--- src/rtl/lds_pkg.sv ---
// lds_pkg: shared constants, codes and control types of the look disk scheduler
// used by the channel interfaces, the controller and the datapath
`default_nettype none

package lds_pkg;

    localparam int MAX_CYLINDERS = 1024;
    localparam int CYL_W         = $clog2(MAX_CYLINDERS);
    localparam int ROW_BITS      = 16;
    localparam int BIT_W         = $clog2(ROW_BITS);
    localparam int ROWS          = MAX_CYLINDERS / ROW_BITS;
    localparam int ROW_W         = CYL_W - BIT_W;

    localparam int KIND_W     = 2;
    localparam int STATUS_W   = 2;
    localparam int NUMCYL_W   = 11;
    localparam int RATE_W     = 8;
    localparam int SUM_W      = 16;
    localparam int SEEK_W     = 24;
    localparam int COUNT_W    = CYL_W + 1;
    localparam int CFG_IDX_W  = 2;
    localparam int CFG_DATA_W = 11;

    localparam logic [NUMCYL_W-1:0]  NUM_CYL_RESET   = NUMCYL_W'(1024);
    localparam logic [RATE_W-1:0]    SEEK_RATE_RESET = RATE_W'(5);
    localparam logic [SUM_W-1:0]     SUM_MAX         = '1;
    localparam logic [CFG_IDX_W-1:0] CFG_NUM_CYL     = CFG_IDX_W'(0);
    localparam logic [CFG_IDX_W-1:0] CFG_SEEK_RATE   = CFG_IDX_W'(1);

    typedef enum logic [KIND_W-1:0] {
        KIND_ADD   = 2'd0,
        KIND_START = 2'd1,
        KIND_SERVE = 2'd2
    } kind_t;

    typedef enum logic [STATUS_W-1:0] {
        ST_ACCEPTED = 2'd0,
        ST_SERVED   = 2'd1,
        ST_EMPTY    = 2'd2,
        ST_RANGE    = 2'd3
    } status_t;

    typedef enum logic [3:0] {
        S_IDLE,
        S_ADD_RD,
        S_ADD_WR,
        S_START,
        S_SERVE,
        S_LO_WAIT,
        S_HI_WAIT,
        S_DIR,
        S_MAIN_GO,
        S_MAIN_WAIT,
        S_REV_WAIT,
        S_COMMIT,
        S_RESULT
    } state_t;

    typedef enum logic [2:0] {
        DP_IDLE,
        DP_ADD,
        DP_START,
        DP_EMPTY,
        DP_DIR,
        DP_FLIP,
        DP_COMMIT
    } dp_op_t;

    typedef enum logic [1:0] {
        SCAN_LO,
        SCAN_HI,
        SCAN_MAIN,
        SCAN_REV
    } scan_sel_t;

    typedef struct packed {
        dp_op_t    op;
        logic      latch;
        logic      scan_start;
        scan_sel_t scan_sel;
        logic      capture_lo;
        logic      out_load;
    } lds_cmd_t;

    typedef struct packed {
        logic count_zero;
        logic dir_chosen;
        logic scan_done;
        logic scan_found;
    } lds_stat_t;

endpackage

`default_nettype wire

--- src/rtl/lds_if.sv ---
// lds_in_if and lds_out_if: valid/ready channels for request and result items
// depends on lds_pkg for field widths
`default_nettype none

interface lds_in_if
    import lds_pkg::*;
();
    logic              valid;
    logic              ready;
    logic [KIND_W-1:0] kind;
    logic [CYL_W-1:0]  request_cylinder;
    logic [CYL_W-1:0]  head_position;

    modport source (output valid, output kind, output request_cylinder,
                    output head_position, input ready);
    modport sink   (input valid, input kind, input request_cylinder,
                    input head_position, output ready);
endinterface

interface lds_out_if
    import lds_pkg::*;
();
    logic                valid;
    logic                ready;
    logic [STATUS_W-1:0] status;
    logic [CYL_W-1:0]    served_cylinder;
    logic [CYL_W-1:0]    step_movement;
    logic [SUM_W-1:0]    total_movement;
    logic [SEEK_W-1:0]   seek_time;
    logic                last;

    modport source (output valid, output status, output served_cylinder,
                    output step_movement, output total_movement, output seek_time,
                    output last, input ready);
    modport sink   (input valid, input status, input served_cylinder,
                    input step_movement, input total_movement, input seek_time,
                    input last, output ready);
endinterface

`default_nettype wire

--- src/rtl/lds_datapath.sv ---
// lds_datapath: pending bitmap memory, row scan engine, head and total registers,
// configuration registers and the result register; depends on lds_pkg
`default_nettype none

module lds_datapath
    import lds_pkg::*;
(
    input  wire logic                  clk,
    input  wire logic                  rst_n,
    input  wire lds_cmd_t              cmd,
    output lds_stat_t                  stat,
    input  wire logic                  cfg_we,
    input  wire logic [CFG_IDX_W-1:0]  cfg_index,
    input  wire logic [CFG_DATA_W-1:0] cfg_data,
    input  wire logic [CYL_W-1:0]      request_cylinder,
    input  wire logic [CYL_W-1:0]      head_position,
    output logic [STATUS_W-1:0]        status,
    output logic [CYL_W-1:0]           served_cylinder,
    output logic [CYL_W-1:0]           step_movement,
    output logic [SUM_W-1:0]           total_movement,
    output logic [SEEK_W-1:0]          seek_time,
    output logic                       last
);

    logic [NUMCYL_W-1:0] num_cyl_reg;
    logic [RATE_W-1:0]   seek_rate_reg;

    logic [CYL_W-1:0]    req_reg;
    logic [CYL_W-1:0]    hpos_reg;

    logic [ROW_BITS-1:0] mem [ROWS];
    logic [ROWS-1:0]     row_valid_reg;
    logic [ROW_BITS-1:0] rd_data_reg;
    logic                rd_rv_reg;
    logic [ROW_W-1:0]    rd_row_reg;

    logic [COUNT_W-1:0]  count_reg;
    logic [CYL_W-1:0]    head_reg;
    logic                sweep_down_reg;
    logic                dir_chosen_reg;
    logic [SUM_W-1:0]    sum_reg;

    logic                scan_busy_reg;
    logic                scan_issue_reg;
    logic                scan_vld_reg;
    logic                scan_down_reg;
    logic                scan_incl_reg;
    logic [CYL_W-1:0]    scan_pos_reg;
    logic [ROW_W-1:0]    scan_addr_reg;

    logic [CYL_W-1:0]    target_reg;
    logic [ROW_BITS-1:0] target_word_reg;
    logic [CYL_W-1:0]    lo_reg;

    logic [STATUS_W-1:0] res_status_reg;
    logic [CYL_W-1:0]    res_served_reg;
    logic [CYL_W-1:0]    res_step_reg;
    logic                res_last_reg;
    logic                res_serve_reg;

    logic [STATUS_W-1:0] out_status_reg;
    logic [CYL_W-1:0]    out_served_reg;
    logic [CYL_W-1:0]    out_step_reg;
    logic [SUM_W-1:0]    out_total_reg;
    logic [SEEK_W-1:0]   out_seek_reg;
    logic                out_last_reg;

    logic [ROW_BITS-1:0] rd_word;
    logic [ROW_W-1:0]    raddr;
    logic                mem_we;
    logic [ROW_W-1:0]    waddr;
    logic [ROW_BITS-1:0] wdata;
    logic [ROW_BITS-1:0] req_bit;
    logic [ROW_BITS-1:0] target_bit;
    logic                oor;
    logic                add_new;

    logic [ROW_BITS:0]   mask_incl;
    logic [ROW_BITS:0]   mask_strict;
    logic [ROW_BITS-1:0] row_mask;
    logic [ROW_BITS-1:0] masked;
    logic [BIT_W-1:0]    hi_idx;
    logic [BIT_W-1:0]    lo_idx;
    logic                hit;
    logic [BIT_W-1:0]    hit_bit;
    logic [ROW_W-1:0]    end_row;
    logic [ROW_W-1:0]    issue_end_row;
    logic                at_end;
    logic                scan_done;

    logic [CYL_W-1:0]    l_pos;
    logic                l_down;
    logic                l_incl;

    logic [CYL_W-1:0]    step;
    logic [CYL_W-1:0]    dlo;
    logic [CYL_W-1:0]    dhi;
    logic [SUM_W:0]      sum_ext;
    logic [SEEK_W-1:0]   seek_prod;

    // configuration registers
    always_ff @(posedge clk or negedge rst_n)
    begin
        if (!rst_n)
        begin
            num_cyl_reg   <= NUM_CYL_RESET;
            seek_rate_reg <= SEEK_RATE_RESET;
        end
        else if (cfg_we)
        begin
            if (cfg_index == CFG_NUM_CYL)
            begin
                num_cyl_reg <= cfg_data;
            end
            else if (cfg_index == CFG_SEEK_RATE)
            begin
                seek_rate_reg <= cfg_data[RATE_W-1:0];
            end
        end
    end

    // item fields
    always_ff @(posedge clk)
    begin
        if (cmd.latch)
        begin
            req_reg  <= request_cylinder;
            hpos_reg <= head_position;
        end
    end

    // bitmap memory, one row read and at most one row written per cycle
    assign raddr   = scan_busy_reg ? scan_addr_reg : req_reg[CYL_W-1:BIT_W];
    assign rd_word = rd_rv_reg ? rd_data_reg : '0;

    assign req_bit    = ROW_BITS'(1) << req_reg[BIT_W-1:0];
    assign target_bit = ROW_BITS'(1) << target_reg[BIT_W-1:0];
    assign oor        = {1'b0, req_reg} >= num_cyl_reg;
    assign add_new    = (rd_word & req_bit) == '0;

    always_comb
    begin
        mem_we = 1'b0;
        waddr  = req_reg[CYL_W-1:BIT_W];
        wdata  = rd_word | req_bit;
        if (cmd.op == DP_ADD)
        begin
            mem_we = !oor;
        end
        else if (cmd.op == DP_COMMIT)
        begin
            mem_we = 1'b1;
            waddr  = target_reg[CYL_W-1:BIT_W];
            wdata  = target_word_reg & ~target_bit;
        end
    end

    always_ff @(posedge clk)
    begin
        rd_data_reg <= mem[raddr];
        rd_rv_reg   <= row_valid_reg[raddr];
        rd_row_reg  <= raddr;
        if (mem_we)
        begin
            mem[waddr] <= wdata;
        end
    end

    // rows never written read as empty
    always_ff @(posedge clk or negedge rst_n)
    begin
        if (!rst_n)
        begin
            row_valid_reg <= '0;
        end
        else if (mem_we)
        begin
            row_valid_reg[waddr] <= 1'b1;
        end
    end

    // scan launch parameters
    always_comb
    begin
        unique case (cmd.scan_sel)
            SCAN_LO:
            begin
                l_pos  = '0;
                l_down = 1'b0;
                l_incl = 1'b1;
            end
            SCAN_HI:
            begin
                l_pos  = '1;
                l_down = 1'b1;
                l_incl = 1'b1;
            end
            SCAN_MAIN:
            begin
                l_pos  = head_reg;
                l_down = sweep_down_reg;
                l_incl = 1'b1;
            end
            SCAN_REV:
            begin
                l_pos  = head_reg;
                l_down = !sweep_down_reg;
                l_incl = 1'b0;
            end
            default:
            begin
                l_pos  = head_reg;
                l_down = 1'b0;
                l_incl = 1'b0;
            end
        endcase
    end

    // first row masked around the start bit, then nearest set bit
    assign mask_incl   = ((ROW_BITS+1)'(2) << scan_pos_reg[BIT_W-1:0]) - (ROW_BITS+1)'(1);
    assign mask_strict = ((ROW_BITS+1)'(1) << scan_pos_reg[BIT_W-1:0]) - (ROW_BITS+1)'(1);

    always_comb
    begin
        if (rd_row_reg != scan_pos_reg[CYL_W-1:BIT_W])
        begin
            row_mask = '1;
        end
        else if (scan_down_reg)
        begin
            row_mask = scan_incl_reg ? mask_incl[ROW_BITS-1:0] : mask_strict[ROW_BITS-1:0];
        end
        else
        begin
            row_mask = scan_incl_reg ? ~mask_strict[ROW_BITS-1:0] : ~mask_incl[ROW_BITS-1:0];
        end
    end

    assign masked = rd_word & row_mask;
    assign hit    = masked != '0;

    always_comb
    begin
        hi_idx = '0;
        lo_idx = '0;
        for (int i = 0; i < ROW_BITS; i++)
        begin
            if (masked[i])
            begin
                hi_idx = BIT_W'(i);
            end
        end
        for (int i = ROW_BITS - 1; i >= 0; i--)
        begin
            if (masked[i])
            begin
                lo_idx = BIT_W'(i);
            end
        end
    end

    assign hit_bit       = scan_down_reg ? hi_idx : lo_idx;
    assign end_row       = scan_down_reg ? '0 : ROW_W'(ROWS - 1);
    assign at_end        = rd_row_reg == end_row;
    assign issue_end_row = end_row;
    assign scan_done     = scan_busy_reg && scan_vld_reg && (hit || at_end);

    always_ff @(posedge clk or negedge rst_n)
    begin
        if (!rst_n)
        begin
            scan_busy_reg  <= 1'b0;
            scan_issue_reg <= 1'b0;
            scan_vld_reg   <= 1'b0;
        end
        else if (cmd.scan_start)
        begin
            scan_busy_reg  <= 1'b1;
            scan_issue_reg <= 1'b1;
            scan_vld_reg   <= 1'b0;
        end
        else if (scan_done)
        begin
            scan_busy_reg  <= 1'b0;
            scan_issue_reg <= 1'b0;
            scan_vld_reg   <= 1'b0;
        end
        else
        begin
            scan_vld_reg <= scan_busy_reg && scan_issue_reg;
            if (scan_busy_reg && scan_issue_reg && scan_addr_reg == issue_end_row)
            begin
                scan_issue_reg <= 1'b0;
            end
        end
    end

    always_ff @(posedge clk)
    begin
        if (cmd.scan_start)
        begin
            scan_down_reg <= l_down;
            scan_incl_reg <= l_incl;
            scan_pos_reg  <= l_pos;
            scan_addr_reg <= l_pos[CYL_W-1:BIT_W];
        end
        else if (scan_busy_reg && scan_issue_reg && scan_addr_reg != issue_end_row)
        begin
            scan_addr_reg <= scan_down_reg ? scan_addr_reg - ROW_W'(1)
                                           : scan_addr_reg + ROW_W'(1);
        end
        if (scan_done)
        begin
            target_reg      <= {rd_row_reg, hit_bit};
            target_word_reg <= rd_word;
        end
        if (cmd.capture_lo)
        begin
            lo_reg <= target_reg;
        end
    end

    // head movement
    assign step    = (target_reg >= head_reg) ? target_reg - head_reg : head_reg - target_reg;
    assign dlo     = (head_reg >= lo_reg) ? head_reg - lo_reg : lo_reg - head_reg;
    assign dhi     = (target_reg >= head_reg) ? target_reg - head_reg : head_reg - target_reg;
    assign sum_ext = {1'b0, sum_reg} + (SUM_W+1)'(step);

    always_ff @(posedge clk or negedge rst_n)
    begin
        if (!rst_n)
        begin
            count_reg      <= '0;
            head_reg       <= '0;
            sweep_down_reg <= 1'b0;
            dir_chosen_reg <= 1'b0;
            sum_reg        <= '0;
        end
        else
        begin
            unique case (cmd.op)
                DP_ADD:
                begin
                    if (!oor && add_new)
                    begin
                        count_reg <= count_reg + COUNT_W'(1);
                    end
                end
                DP_START:
                begin
                    head_reg       <= hpos_reg;
                    sum_reg        <= '0;
                    dir_chosen_reg <= 1'b0;
                end
                DP_DIR:
                begin
                    sweep_down_reg <= dlo <= dhi;
                    dir_chosen_reg <= 1'b1;
                end
                DP_FLIP:
                begin
                    sweep_down_reg <= !sweep_down_reg;
                end
                DP_COMMIT:
                begin
                    count_reg <= count_reg - COUNT_W'(1);
                    head_reg  <= target_reg;
                    sum_reg   <= sum_ext[SUM_W] ? SUM_MAX : sum_ext[SUM_W-1:0];
                end
                default:
                begin
                end
            endcase
        end
    end

    // result fields of the current item
    always_ff @(posedge clk)
    begin
        unique case (cmd.op)
            DP_ADD:
            begin
                res_status_reg <= oor ? ST_RANGE : ST_ACCEPTED;
                res_served_reg <= '0;
                res_step_reg   <= '0;
                res_last_reg   <= 1'b0;
                res_serve_reg  <= 1'b0;
            end
            DP_START:
            begin
                res_status_reg <= ST_ACCEPTED;
                res_served_reg <= '0;
                res_step_reg   <= '0;
                res_last_reg   <= 1'b0;
                res_serve_reg  <= 1'b0;
            end
            DP_EMPTY:
            begin
                res_status_reg <= ST_EMPTY;
                res_served_reg <= '0;
                res_step_reg   <= '0;
                res_last_reg   <= 1'b0;
                res_serve_reg  <= 1'b1;
            end
            DP_COMMIT:
            begin
                res_status_reg <= ST_SERVED;
                res_served_reg <= target_reg;
                res_step_reg   <= step;
                res_last_reg   <= count_reg == COUNT_W'(1);
                res_serve_reg  <= 1'b1;
            end
            default:
            begin
            end
        endcase
    end

    // output register
    assign seek_prod = SEEK_W'(sum_reg) * SEEK_W'(seek_rate_reg);

    always_ff @(posedge clk)
    begin
        if (cmd.out_load)
        begin
            out_status_reg <= res_status_reg;
            out_served_reg <= res_served_reg;
            out_step_reg   <= res_step_reg;
            out_last_reg   <= res_last_reg;
            out_total_reg  <= res_serve_reg ? sum_reg : '0;
            out_seek_reg   <= res_serve_reg ? seek_prod : '0;
        end
    end

    assign status          = out_status_reg;
    assign served_cylinder = out_served_reg;
    assign step_movement   = out_step_reg;
    assign total_movement  = out_total_reg;
    assign seek_time       = out_seek_reg;
    assign last            = out_last_reg;

    assign stat.count_zero = count_reg == '0;
    assign stat.dir_chosen = dir_chosen_reg;
    assign stat.scan_done  = scan_done;
    assign stat.scan_found = hit;

endmodule

`default_nettype wire

--- src/rtl/lds_ctrl.sv ---
// lds_ctrl: sequencer for add, start and serve items and the output handshake
// depends on lds_pkg for states and command and status types
`default_nettype none

module lds_ctrl
    import lds_pkg::*;
(
    input  wire logic              clk,
    input  wire logic              rst_n,
    input  wire logic              in_valid,
    input  wire logic [KIND_W-1:0] in_kind,
    output logic                   in_ready,
    input  wire logic              out_ready,
    output logic                   out_valid,
    input  wire lds_stat_t         stat,
    output lds_cmd_t               cmd
);

    state_t state_reg;
    state_t state_next;
    logic   out_valid_reg;
    logic   out_valid_next;

    always_ff @(posedge clk or negedge rst_n)
    begin
        if (!rst_n)
        begin
            state_reg     <= S_IDLE;
            out_valid_reg <= 1'b0;
        end
        else
        begin
            state_reg     <= state_next;
            out_valid_reg <= out_valid_next;
        end
    end

    always_comb
    begin
        state_next     = state_reg;
        in_ready       = 1'b0;
        cmd.op         = DP_IDLE;
        cmd.latch      = 1'b0;
        cmd.scan_start = 1'b0;
        cmd.scan_sel   = SCAN_MAIN;
        cmd.capture_lo = 1'b0;
        cmd.out_load   = 1'b0;

        unique case (state_reg)
            S_IDLE:
            begin
                in_ready = 1'b1;
                if (in_valid)
                begin
                    cmd.latch = 1'b1;
                    if (in_kind == KIND_ADD)
                    begin
                        state_next = S_ADD_RD;
                    end
                    else if (in_kind == KIND_START)
                    begin
                        state_next = S_START;
                    end
                    else if (in_kind == KIND_SERVE)
                    begin
                        state_next = S_SERVE;
                    end
                end
            end
            S_ADD_RD:
            begin
                state_next = S_ADD_WR;
            end
            S_ADD_WR:
            begin
                cmd.op     = DP_ADD;
                state_next = S_RESULT;
            end
            S_START:
            begin
                cmd.op     = DP_START;
                state_next = S_RESULT;
            end
            S_SERVE:
            begin
                if (stat.count_zero)
                begin
                    cmd.op     = DP_EMPTY;
                    state_next = S_RESULT;
                end
                else if (stat.dir_chosen)
                begin
                    state_next = S_MAIN_GO;
                end
                else
                begin
                    cmd.scan_start = 1'b1;
                    cmd.scan_sel   = SCAN_LO;
                    state_next     = S_LO_WAIT;
                end
            end
            S_LO_WAIT:
            begin
                if (stat.scan_done)
                begin
                    cmd.scan_start = 1'b1;
                    cmd.scan_sel   = SCAN_HI;
                    state_next     = S_HI_WAIT;
                end
            end
            S_HI_WAIT:
            begin
                if (stat.scan_done)
                begin
                    cmd.capture_lo = 1'b1;
                    state_next     = S_DIR;
                end
            end
            S_DIR:
            begin
                cmd.op     = DP_DIR;
                state_next = S_MAIN_GO;
            end
            S_MAIN_GO:
            begin
                cmd.scan_start = 1'b1;
                cmd.scan_sel   = SCAN_MAIN;
                state_next     = S_MAIN_WAIT;
            end
            S_MAIN_WAIT:
            begin
                if (stat.scan_done)
                begin
                    if (stat.scan_found)
                    begin
                        state_next = S_COMMIT;
                    end
                    else
                    begin
                        // end of sweep, turn round
                        cmd.op         = DP_FLIP;
                        cmd.scan_start = 1'b1;
                        cmd.scan_sel   = SCAN_REV;
                        state_next     = S_REV_WAIT;
                    end
                end
            end
            S_REV_WAIT:
            begin
                if (stat.scan_done)
                begin
                    if (stat.scan_found)
                    begin
                        state_next = S_COMMIT;
                    end
                    else
                    begin
                        cmd.op     = DP_EMPTY;
                        state_next = S_RESULT;
                    end
                end
            end
            S_COMMIT:
            begin
                cmd.op     = DP_COMMIT;
                state_next = S_RESULT;
            end
            S_RESULT:
            begin
                if (!out_valid_reg || out_ready)
                begin
                    cmd.out_load = 1'b1;
                    state_next   = S_IDLE;
                end
            end
            default:
            begin
                state_next = S_IDLE;
            end
        endcase
    end

    always_comb
    begin
        out_valid_next = out_valid_reg;
        if (cmd.out_load)
        begin
            out_valid_next = 1'b1;
        end
        else if (out_ready)
        begin
            out_valid_next = 1'b0;
        end
    end

    assign out_valid = out_valid_reg;

endmodule

`default_nettype wire

--- src/rtl/look_disk_scheduler_unit.sv ---
// look_disk_scheduler_unit: top level of the look disk scheduler
// depends on lds_pkg, lds_if, lds_ctrl and lds_datapath
//
// usage
// - in_item carries kind, request_cylinder and head_position; out_item carries one
//   result item per add, start or serve item; kind 3 is dropped with no result
// - cfg_we/cfg_index/cfg_data write num_cylinders (index 0) and seek_rate (index 1);
//   the user must write only while the block is idle, the block does not enforce it
// - one item is processed at a time; in_item.ready is high whenever the sequencer is
//   idle, also while a result waits in the output register
// - an add passes S_ADD_RD, S_ADD_WR and S_RESULT before out_item.valid; a start
//   S_START and S_RESULT; a serve with nothing pending S_SERVE and S_RESULT
// - a serve scans the pending bitmap one 16-cylinder row per cycle through the single
//   read port of the bitmap memory, plus a second scan the other way when the sweep
//   turns round; the first serve after a start adds a scan up from cylinder 0 and
//   one down from the top, each up to 64 rows
// - reset clears the pending set (per-row valid bits, no clearing pass), head,
//   direction, total and the registers to 1024 and 5
// - when out_item.ready is low a finished result waits in the output register; the
//   next item is taken but its result is held until the register is free
`default_nettype none

module look_disk_scheduler_unit
    import lds_pkg::*;
(
    input  wire logic                  clk,
    input  wire logic                  rst_n,
    lds_in_if.sink                     in_item,
    lds_out_if.source                  out_item,
    input  wire logic                  cfg_we,
    input  wire logic [CFG_IDX_W-1:0]  cfg_index,
    input  wire logic [CFG_DATA_W-1:0] cfg_data
);

    lds_cmd_t  cmd;
    lds_stat_t stat;

    lds_ctrl u_ctrl (
        .clk       (clk),
        .rst_n     (rst_n),
        .in_valid  (in_item.valid),
        .in_kind   (in_item.kind),
        .in_ready  (in_item.ready),
        .out_ready (out_item.ready),
        .out_valid (out_item.valid),
        .stat      (stat),
        .cmd       (cmd)
    );

    lds_datapath u_datapath (
        .clk              (clk),
        .rst_n            (rst_n),
        .cmd              (cmd),
        .stat             (stat),
        .cfg_we           (cfg_we),
        .cfg_index        (cfg_index),
        .cfg_data         (cfg_data),
        .request_cylinder (in_item.request_cylinder),
        .head_position    (in_item.head_position),
        .status           (out_item.status),
        .served_cylinder  (out_item.served_cylinder),
        .step_movement    (out_item.step_movement),
        .total_movement   (out_item.total_movement),
        .seek_time        (out_item.seek_time),
        .last             (out_item.last)
    );

endmodule

`default_nettype wire
--- src/flat_wrapper.sv ---
// flat-port wrapper written by rule: the top's interface ports become plain ports
module look_disk_scheduler_unit_flat import lds_pkg::*;
  (clk, rst_n, cfg_we, cfg_index, cfg_data, in_item_valid, in_item_kind, in_item_request_cylinder, in_item_head_position, in_item_ready, out_item_valid, out_item_status, out_item_served_cylinder, out_item_step_movement, out_item_total_movement, out_item_seek_time, out_item_last, out_item_ready);
  lds_in_if in_item_i ();
  lds_out_if out_item_i ();
  input  wire logic clk;
  input  wire logic rst_n;
  input  wire logic cfg_we;
  input  wire logic [CFG_IDX_W-1:0] cfg_index;
  input  wire logic [CFG_DATA_W-1:0] cfg_data;
  input wire logic [$bits(in_item_i.valid)-1:0] in_item_valid;
  input wire logic [$bits(in_item_i.kind)-1:0] in_item_kind;
  input wire logic [$bits(in_item_i.request_cylinder)-1:0] in_item_request_cylinder;
  input wire logic [$bits(in_item_i.head_position)-1:0] in_item_head_position;
  output wire logic [$bits(in_item_i.ready)-1:0] in_item_ready;
  output wire logic [$bits(out_item_i.valid)-1:0] out_item_valid;
  output wire logic [$bits(out_item_i.status)-1:0] out_item_status;
  output wire logic [$bits(out_item_i.served_cylinder)-1:0] out_item_served_cylinder;
  output wire logic [$bits(out_item_i.step_movement)-1:0] out_item_step_movement;
  output wire logic [$bits(out_item_i.total_movement)-1:0] out_item_total_movement;
  output wire logic [$bits(out_item_i.seek_time)-1:0] out_item_seek_time;
  output wire logic [$bits(out_item_i.last)-1:0] out_item_last;
  input wire logic [$bits(out_item_i.ready)-1:0] out_item_ready;
  assign in_item_i.valid = in_item_valid;
  assign in_item_i.kind = in_item_kind;
  assign in_item_i.request_cylinder = in_item_request_cylinder;
  assign in_item_i.head_position = in_item_head_position;
  assign in_item_ready = in_item_i.ready;
  assign out_item_valid = out_item_i.valid;
  assign out_item_status = out_item_i.status;
  assign out_item_served_cylinder = out_item_i.served_cylinder;
  assign out_item_step_movement = out_item_i.step_movement;
  assign out_item_total_movement = out_item_i.total_movement;
  assign out_item_seek_time = out_item_i.seek_time;
  assign out_item_last = out_item_i.last;
  assign out_item_i.ready = out_item_ready;
  look_disk_scheduler_unit u_core (.clk(clk), .rst_n(rst_n), .in_item(in_item_i), .out_item(out_item_i), .cfg_we(cfg_we), .cfg_index(cfg_index), .cfg_data(cfg_data));
endmodule
--- config.mk ---
export PLATFORM = sky130hd
export DESIGN_NAME = look_disk_scheduler_unit_flat
export DESIGN_NICKNAME = d
export VERILOG_FILES = /design/src/rtl/lds_pkg.sv /design/src/rtl/lds_if.sv /design/src/rtl/lds_datapath.sv /design/src/rtl/lds_ctrl.sv /design/src/rtl/look_disk_scheduler_unit.sv /design/src/flat_wrapper.sv
export SDC_FILE = /design/constraint.sdc
export NUM_CORES = 2
export LEC_CHECK = 0
export BUFFER_PORTS_ARGS = -buffer_cell sky130_fd_sc_hd__buf_4
export CAP_MARGIN = 10
export CORE_MARGIN = 4
export CORE_UTILIZATION = 63
export CTS_BUF_LIST = sky130_fd_sc_hd__clkbuf_4 sky130_fd_sc_hd__clkbuf_8 sky130_fd_sc_hd__clkbuf_16
export DETAILED_ROUTE_END_ITERATION = 8
export PLACE_DENSITY = 0.8
export SETUP_SLACK_MARGIN = 0.2
export SYNTH_ARGS = -nofsm -noshare
export SYNTH_HDL_FRONTEND = slang
export SYNTH_SLANG_ARGS = --single-unit
--- constraint.sdc ---
create_clock -name clk -period 7 [get_ports clk]
set_clock_uncertainty 0.1 [all_clocks]
set_input_delay 1.4 -clock clk [delete_from_list [all_inputs] [get_ports clk]]
set_output_delay 1.4 -clock clk [all_outputs]
set_load 0.01 [all_outputs]
==> run_summary.xml <==
<?xml version="1.0" encoding="UTF-8"?>
<metrics>
  <group name="timing">
    <metric name="slew_violations" unit="">0</metric>
    <metric name="timing.final.crit_period" unit="ns">5.91</metric>
    <metric name="slew_headroom" unit="%">15.1</metric>
    <metric name="grt_setup_unrepaired" unit="">false</metric>
    <metric name="finalSetupViolations" unit="">0</metric>
    <metric name="timing.setup.tns" unit="ns">0</metric>
    <metric name="final_min_period_over_clock_period" unit="%">84.5</metric>
    <metric name="timing.fmax" unit="MHz">169</metric>
    <metric name="timing_hold_violations_final" unit="">0</metric>
    <metric name="max_slew.worst_pin.slew" unit="ns">1.27</metric>
  </group>
  <group name="power_and_ir_drop">
    <metric name="power.clock.fraction" unit="%">22.2</metric>
    <metric name="cellPowerDensity" unit="nW/um2">474</metric>
    <metric name="power.internal" unit="mW">19.1</metric>
    <metric name="sequential_share_of_power" unit="%">34.6</metric>
    <metric name="vdd_drop_max" unit="mV">0.683</metric>
    <metric name="leakage_power" unit="nW">25.6</metric>
    <metric name="switchingPower" unit="mW">13.4</metric>
    <metric name="swShare" unit="%">41.3</metric>
    <metric name="power.share.combinational" unit="%">43.3</metric>
  </group>
  <group name="detailed_routing">
    <metric name="routed_wirelength" unit="um">161000</metric>
    <metric name="drt_pass1_iterations" unit="">7</metric>
    <metric name="postRouteAntennaNets" unit="">0</metric>
    <metric name="drt_drc_violations_left" unit="">0</metric>
    <metric name="vias" unit="">43300</metric>
    <metric name="drt_iter0_drc" unit="">5830</metric>
    <metric name="routed_wire_length_per_instance" unit="um">24.0</metric>
    <metric name="post_drt_via_cell_ratio" unit="">6.43</metric>
  </group>
  <group name="synth">
    <metric name="async_flop_share" unit="%">9.72</metric>
    <metric name="yosysMostFrequentCell" unit="">sky130_fd_sc_hd__nand2_1</metric>
    <metric name="synthDominantAreaCellType" unit="">sky130_fd_sc_hd__edfxtp_1</metric>
    <metric name="gate_count_post_synth" unit="">5324</metric>
    <metric name="synthDominantCellAreaShare" unit="%">57.7</metric>
    <metric name="top_post_synthesis_cells_by_count" unit="">sky130_fd_sc_hd__nand2_1 (1,319), sky130_fd_sc_hd__edfxtp_1 (1,185), sky130_fd_sc_hd__nand3_1 (574)</metric>
    <metric name="synth.yosys.warnings" unit="">0</metric>
    <metric name="synth-seq-cells" unit="">1338</metric>
    <metric name="ys_seq_area_share" unit="%">63.8</metric>
    <metric name="dominantRegCellSynth" unit="">sky130_fd_sc_hd__edfxtp_1</metric>
    <metric name="synth_top_cells_by_area" unit="">sky130_fd_sc_hd__edfxtp_1 (58%), sky130_fd_sc_hd__nand2_1 (8.0%), sky130_fd_sc_hd__dfrtp_1 (5.2%), sky130_fd_sc_hd__nand3_1 (4.7%), sky130_fd_sc_hd__fa_1 (2.9%)</metric>
    <metric name="count_of_flip_flops_with_a_built_in_enable_after_synthesis" unit="">1185</metric>
    <metric name="netlist_area" unit="um2">61600</metric>
    <metric name="synthesis.nets" unit="">5577</metric>
    <metric name="yosys.cell_types.count" unit="">89</metric>
    <metric name="syn-mean-instance-area" unit="um2">11.6</metric>
  </group>
  <group name="setup_path">
    <metric name="cp-end-kind" unit="">flip-flop</metric>
    <metric name="critical_path_arrival" unit="ns">6.45</metric>
    <metric name="rr_worst_depth" unit="">23</metric>
    <metric name="critical_path.startpoint_type" unit="">flip-flop</metric>
    <metric name="timing.setup.critical_path_class" unit="">flip-flop to flip-flop</metric>
    <metric name="critical_path.max_fanout" unit="">11</metric>
    <metric name="critPathRequiredTime" unit="ns">7.54</metric>
  </group>
  <group name="layout">
    <metric name="largest_reg_flops" unit="">1024</metric>
    <metric name="fillerInstances" unit="">6374</metric>
    <metric name="drive_above_1_share" unit="%">9.90</metric>
    <metric name="nNetsFinal" unit="">5597</metric>
    <metric name="syn_to_final_growth" unit="%">11.1</metric>
    <metric name="antennaDiodeCount" unit="">0</metric>
    <metric name="final_cell_count_no_fill" unit="">6728</metric>
  </group>
  <group name="floorplanning">
    <metric name="placementRows" unit="">114</metric>
    <metric name="die-area" unit="um2">103000</metric>
    <metric name="chipWidth" unit="um">321</metric>
    <metric name="start_util" unit="%">63.6</metric>
    <metric name="floorplan.core_area" unit="um2">96900</metric>
    <metric name="floorplan.die.height" unit="um">321</metric>
    <metric name="top_level_ports" unit="">105</metric>
  </group>
  <group name="place">
    <metric name="dp_cells" unit="">6482</metric>
    <metric name="placement.io_buffers" unit="">104</metric>
    <metric name="dpl.hpwl" unit="um">95000</metric>
    <metric name="gp_congestion" unit="">0.922</metric>
  </group>
  <group name="cts">
    <metric name="cts.htree.levels" unit="">4</metric>
    <metric name="clk_pin_slew_worst_paths" unit="ns">0.06</metric>
    <metric name="cts_root_buf" unit="">sky130_fd_sc_hd__clkbuf_16</metric>
    <metric name="clkSinkCount" unit="">1338</metric>
    <metric name="numCtsBuffers" unit="">136</metric>
    <metric name="holdBufCountCts" unit="">0</metric>
    <metric name="postCtsSetupBuffers" unit="">0</metric>
    <metric name="clk_latency" unit="ns">0.75</metric>
    <metric name="cts_buffer_depth" unit="">3</metric>
    <metric name="cts_tree" unit="">yes</metric>
    <metric name="post_cts.resized_instances" unit="">0</metric>
  </group>
  <group name="run_status">
    <metric name="outcome" unit="">completed</metric>
  </group>
  <group name="global_routing">
    <metric name="grt_remaining_overflow" unit="">0</metric>
    <metric name="antenna_found_initial" unit="">1</metric>
    <metric name="grt.total_usage" unit="%">31.1</metric>
    <metric name="global_route_wire_length_before_repair" unit="um">245000</metric>
    <metric name="grt_pass1_vias" unit="">41700</metric>
    <metric name="maximum_number_of_pins_on_one_net_before_global_route_repair" unit="">173</metric>
  </group>
  <group name="worst_hold_path">
    <metric name="min_delay_worst_type" unit="">flip-flop to flip-flop</metric>
    <metric name="hold-path-cell-count" unit="">0</metric>
  </group>
  <group name="job">
    <metric name="max_cap_violations" unit="">0</metric>
  </group>
</metrics>
## metrics by stage
step / area [um2] / power [mW] / util (%) / worst slack (ns) / hold slack [ns]
floorplan: 61600 / 20.5 / - / 0.223 / 0.300
global placement: 64000 / 24.7 / 66.1 / 1.34 / 0.301
detailed placement: 64000 / 25.1 / 66.1 / 1.22 / 0.305
CTS: 68500 / 32.3 / 70.7 / 1.18 / 0.315
global route: 68500 / 34.1 / 70.7 / 0.503 / 0.323
finish: 68500 / 32.5 / 70.7 / 1.09 / 0.315
## power by group through the flow
| stage | registers (mW) | clock network, mW | logic [mW] |
|---|---|---|---|
| 2_1_floorplan | 11.2 | 0 | 9.32 |
| 3_3_place_gp | 11.3 | 0 | 13.4 |
| 3_5_place_dp | 11.3 | 0 | 13.7 |
| 4_1_cts | 11.2 | 7.24 | 13.8 |
| 5_1_grt | 11.3 | 7.60 | 15.2 |
| 6_report | 11.2 | 7.19 | 14.1 |
## critical path: stages (launching register included)
cell and delay, ns:
sky130_fd_sc_hd__edfxtp_1 0.53, sky130_fd_sc_hd__inv_1 0.19, sky130_fd_sc_hd__ha_1 0.16, sky130_fd_sc_hd__inv_1 0.06
sky130_fd_sc_hd__fa_1 0.44, sky130_fd_sc_hd__a21o_1 0.20, sky130_fd_sc_hd__a21o_1 0.20, sky130_fd_sc_hd__a21oi_1 0.20
sky130_fd_sc_hd__o21a_1 0.24, sky130_fd_sc_hd__o21ai_1 0.30, sky130_fd_sc_hd__mux2i_1 0.21, sky130_fd_sc_hd__xnor2_1 0.31
sky130_fd_sc_hd__inv_1 0.08, sky130_fd_sc_hd__ha_1 0.34, sky130_fd_sc_hd__a21o_1 0.13, sky130_fd_sc_hd__a21oi_1 0.09
sky130_fd_sc_hd__o21bai_1 0.16, sky130_fd_sc_hd__a2111oi_0 0.16, sky130_fd_sc_hd__o41ai_1 0.47, sky130_fd_sc_hd__and2_1 0.25
sky130_fd_sc_hd__nand3_1 0.14, sky130_fd_sc_hd__nor2_1 0.49, sky130_fd_sc_hd__and4b_1 0.26, sky130_fd_sc_hd__nor3_1 0.12
## final cells by class
class                      instances  area, um2  share of cell area (%)
clock buffer                     181       3880                    5.67
clock inverter                    65        568                   0.830
inverter                         178        683                   0.998
multi-input combinational       3456      20600                    30.0
sequential                      1338      39300                    57.4
tap                             1276       1600                    2.33
timing repair buffer             234       1890                    2.75
## layer usage
layer	track usage [%]	wire (um)	vias up
met4	14.5	7900	2
met3	5.71	16500	433
met1	41.7	60400	21000
met2	50.1	76700	2579
met5	0	9	-
li1	-	-	19200
## final timing paths
check                                                       to  slack, ns                                 from
max                              u_core.u_datapath.sum_reg[11]       1.09      u_core.u_datapath.target_reg[0]
min                                u_core.u_datapath.status[1]       0.31  u_core.u_datapath.res_status_reg[1]
max reg2reg                      u_core.u_datapath.sum_reg[11]       1.09      u_core.u_datapath.target_reg[0]
min reg2reg                        u_core.u_datapath.status[1]       0.31  u_core.u_datapath.res_status_reg[1]
max in group asynchronous  u_core.u_datapath.row_valid_reg[36]       4.93                                rst_n
min in group asynchronous         u_core.u_datapath.sum_reg[2]       0.56                                rst_n
## placed cells by master (no fill, tap or decap), types with 20 or more instances in the layout
cell type	n
sky130_fd_sc_hd__a21o_1	34
sky130_fd_sc_hd__mux2i_1	25
sky130_fd_sc_hd__inv_1	173
sky130_fd_sc_hd__nor2_1	148
sky130_fd_sc_hd__ha_1	123
sky130_fd_sc_hd__buf_4	223
sky130_fd_sc_hd__clkbuf_16	144
sky130_fd_sc_hd__o21ai_0	123
sky130_fd_sc_hd__xor2_1	22
sky130_fd_sc_hd__dfrtp_1	127
sky130_fd_sc_hd__clkbuf_4	37
sky130_fd_sc_hd__a21oi_1	112
sky130_fd_sc_hd__and3_1	88
sky130_fd_sc_hd__o21a_1	22
sky130_fd_sc_hd__xnor2_1	40
sky130_fd_sc_hd__fa_1	90
sky130_fd_sc_hd__edfxtp_1	1185
sky130_fd_sc_hd__clkinv_1	21
sky130_fd_sc_hd__o21bai_1	75
sky130_fd_sc_hd__nand2_1	1317
sky130_fd_sc_hd__a31oi_1	46
sky130_fd_sc_hd__and2_1	99
sky130_fd_sc_hd__nand3_1	574
sky130_fd_sc_hd__a311oi_1	189
sky130_fd_sc_hd__o31ai_1	20
sky130_fd_sc_hd__dfxtp_1	23
sky130_fd_sc_hd__nor3_1	49
## cells by family after synthesis
group | share of synthesized area (%)
mux | 0.778
xor+xnor | 0.881
flops | 63.8
simple gates | 17.3
compound gates | 8.51
buf+inv | 3.33
fa+ha+maj | 5.42
Note: power is estimated with default switching activity, not from simulation.
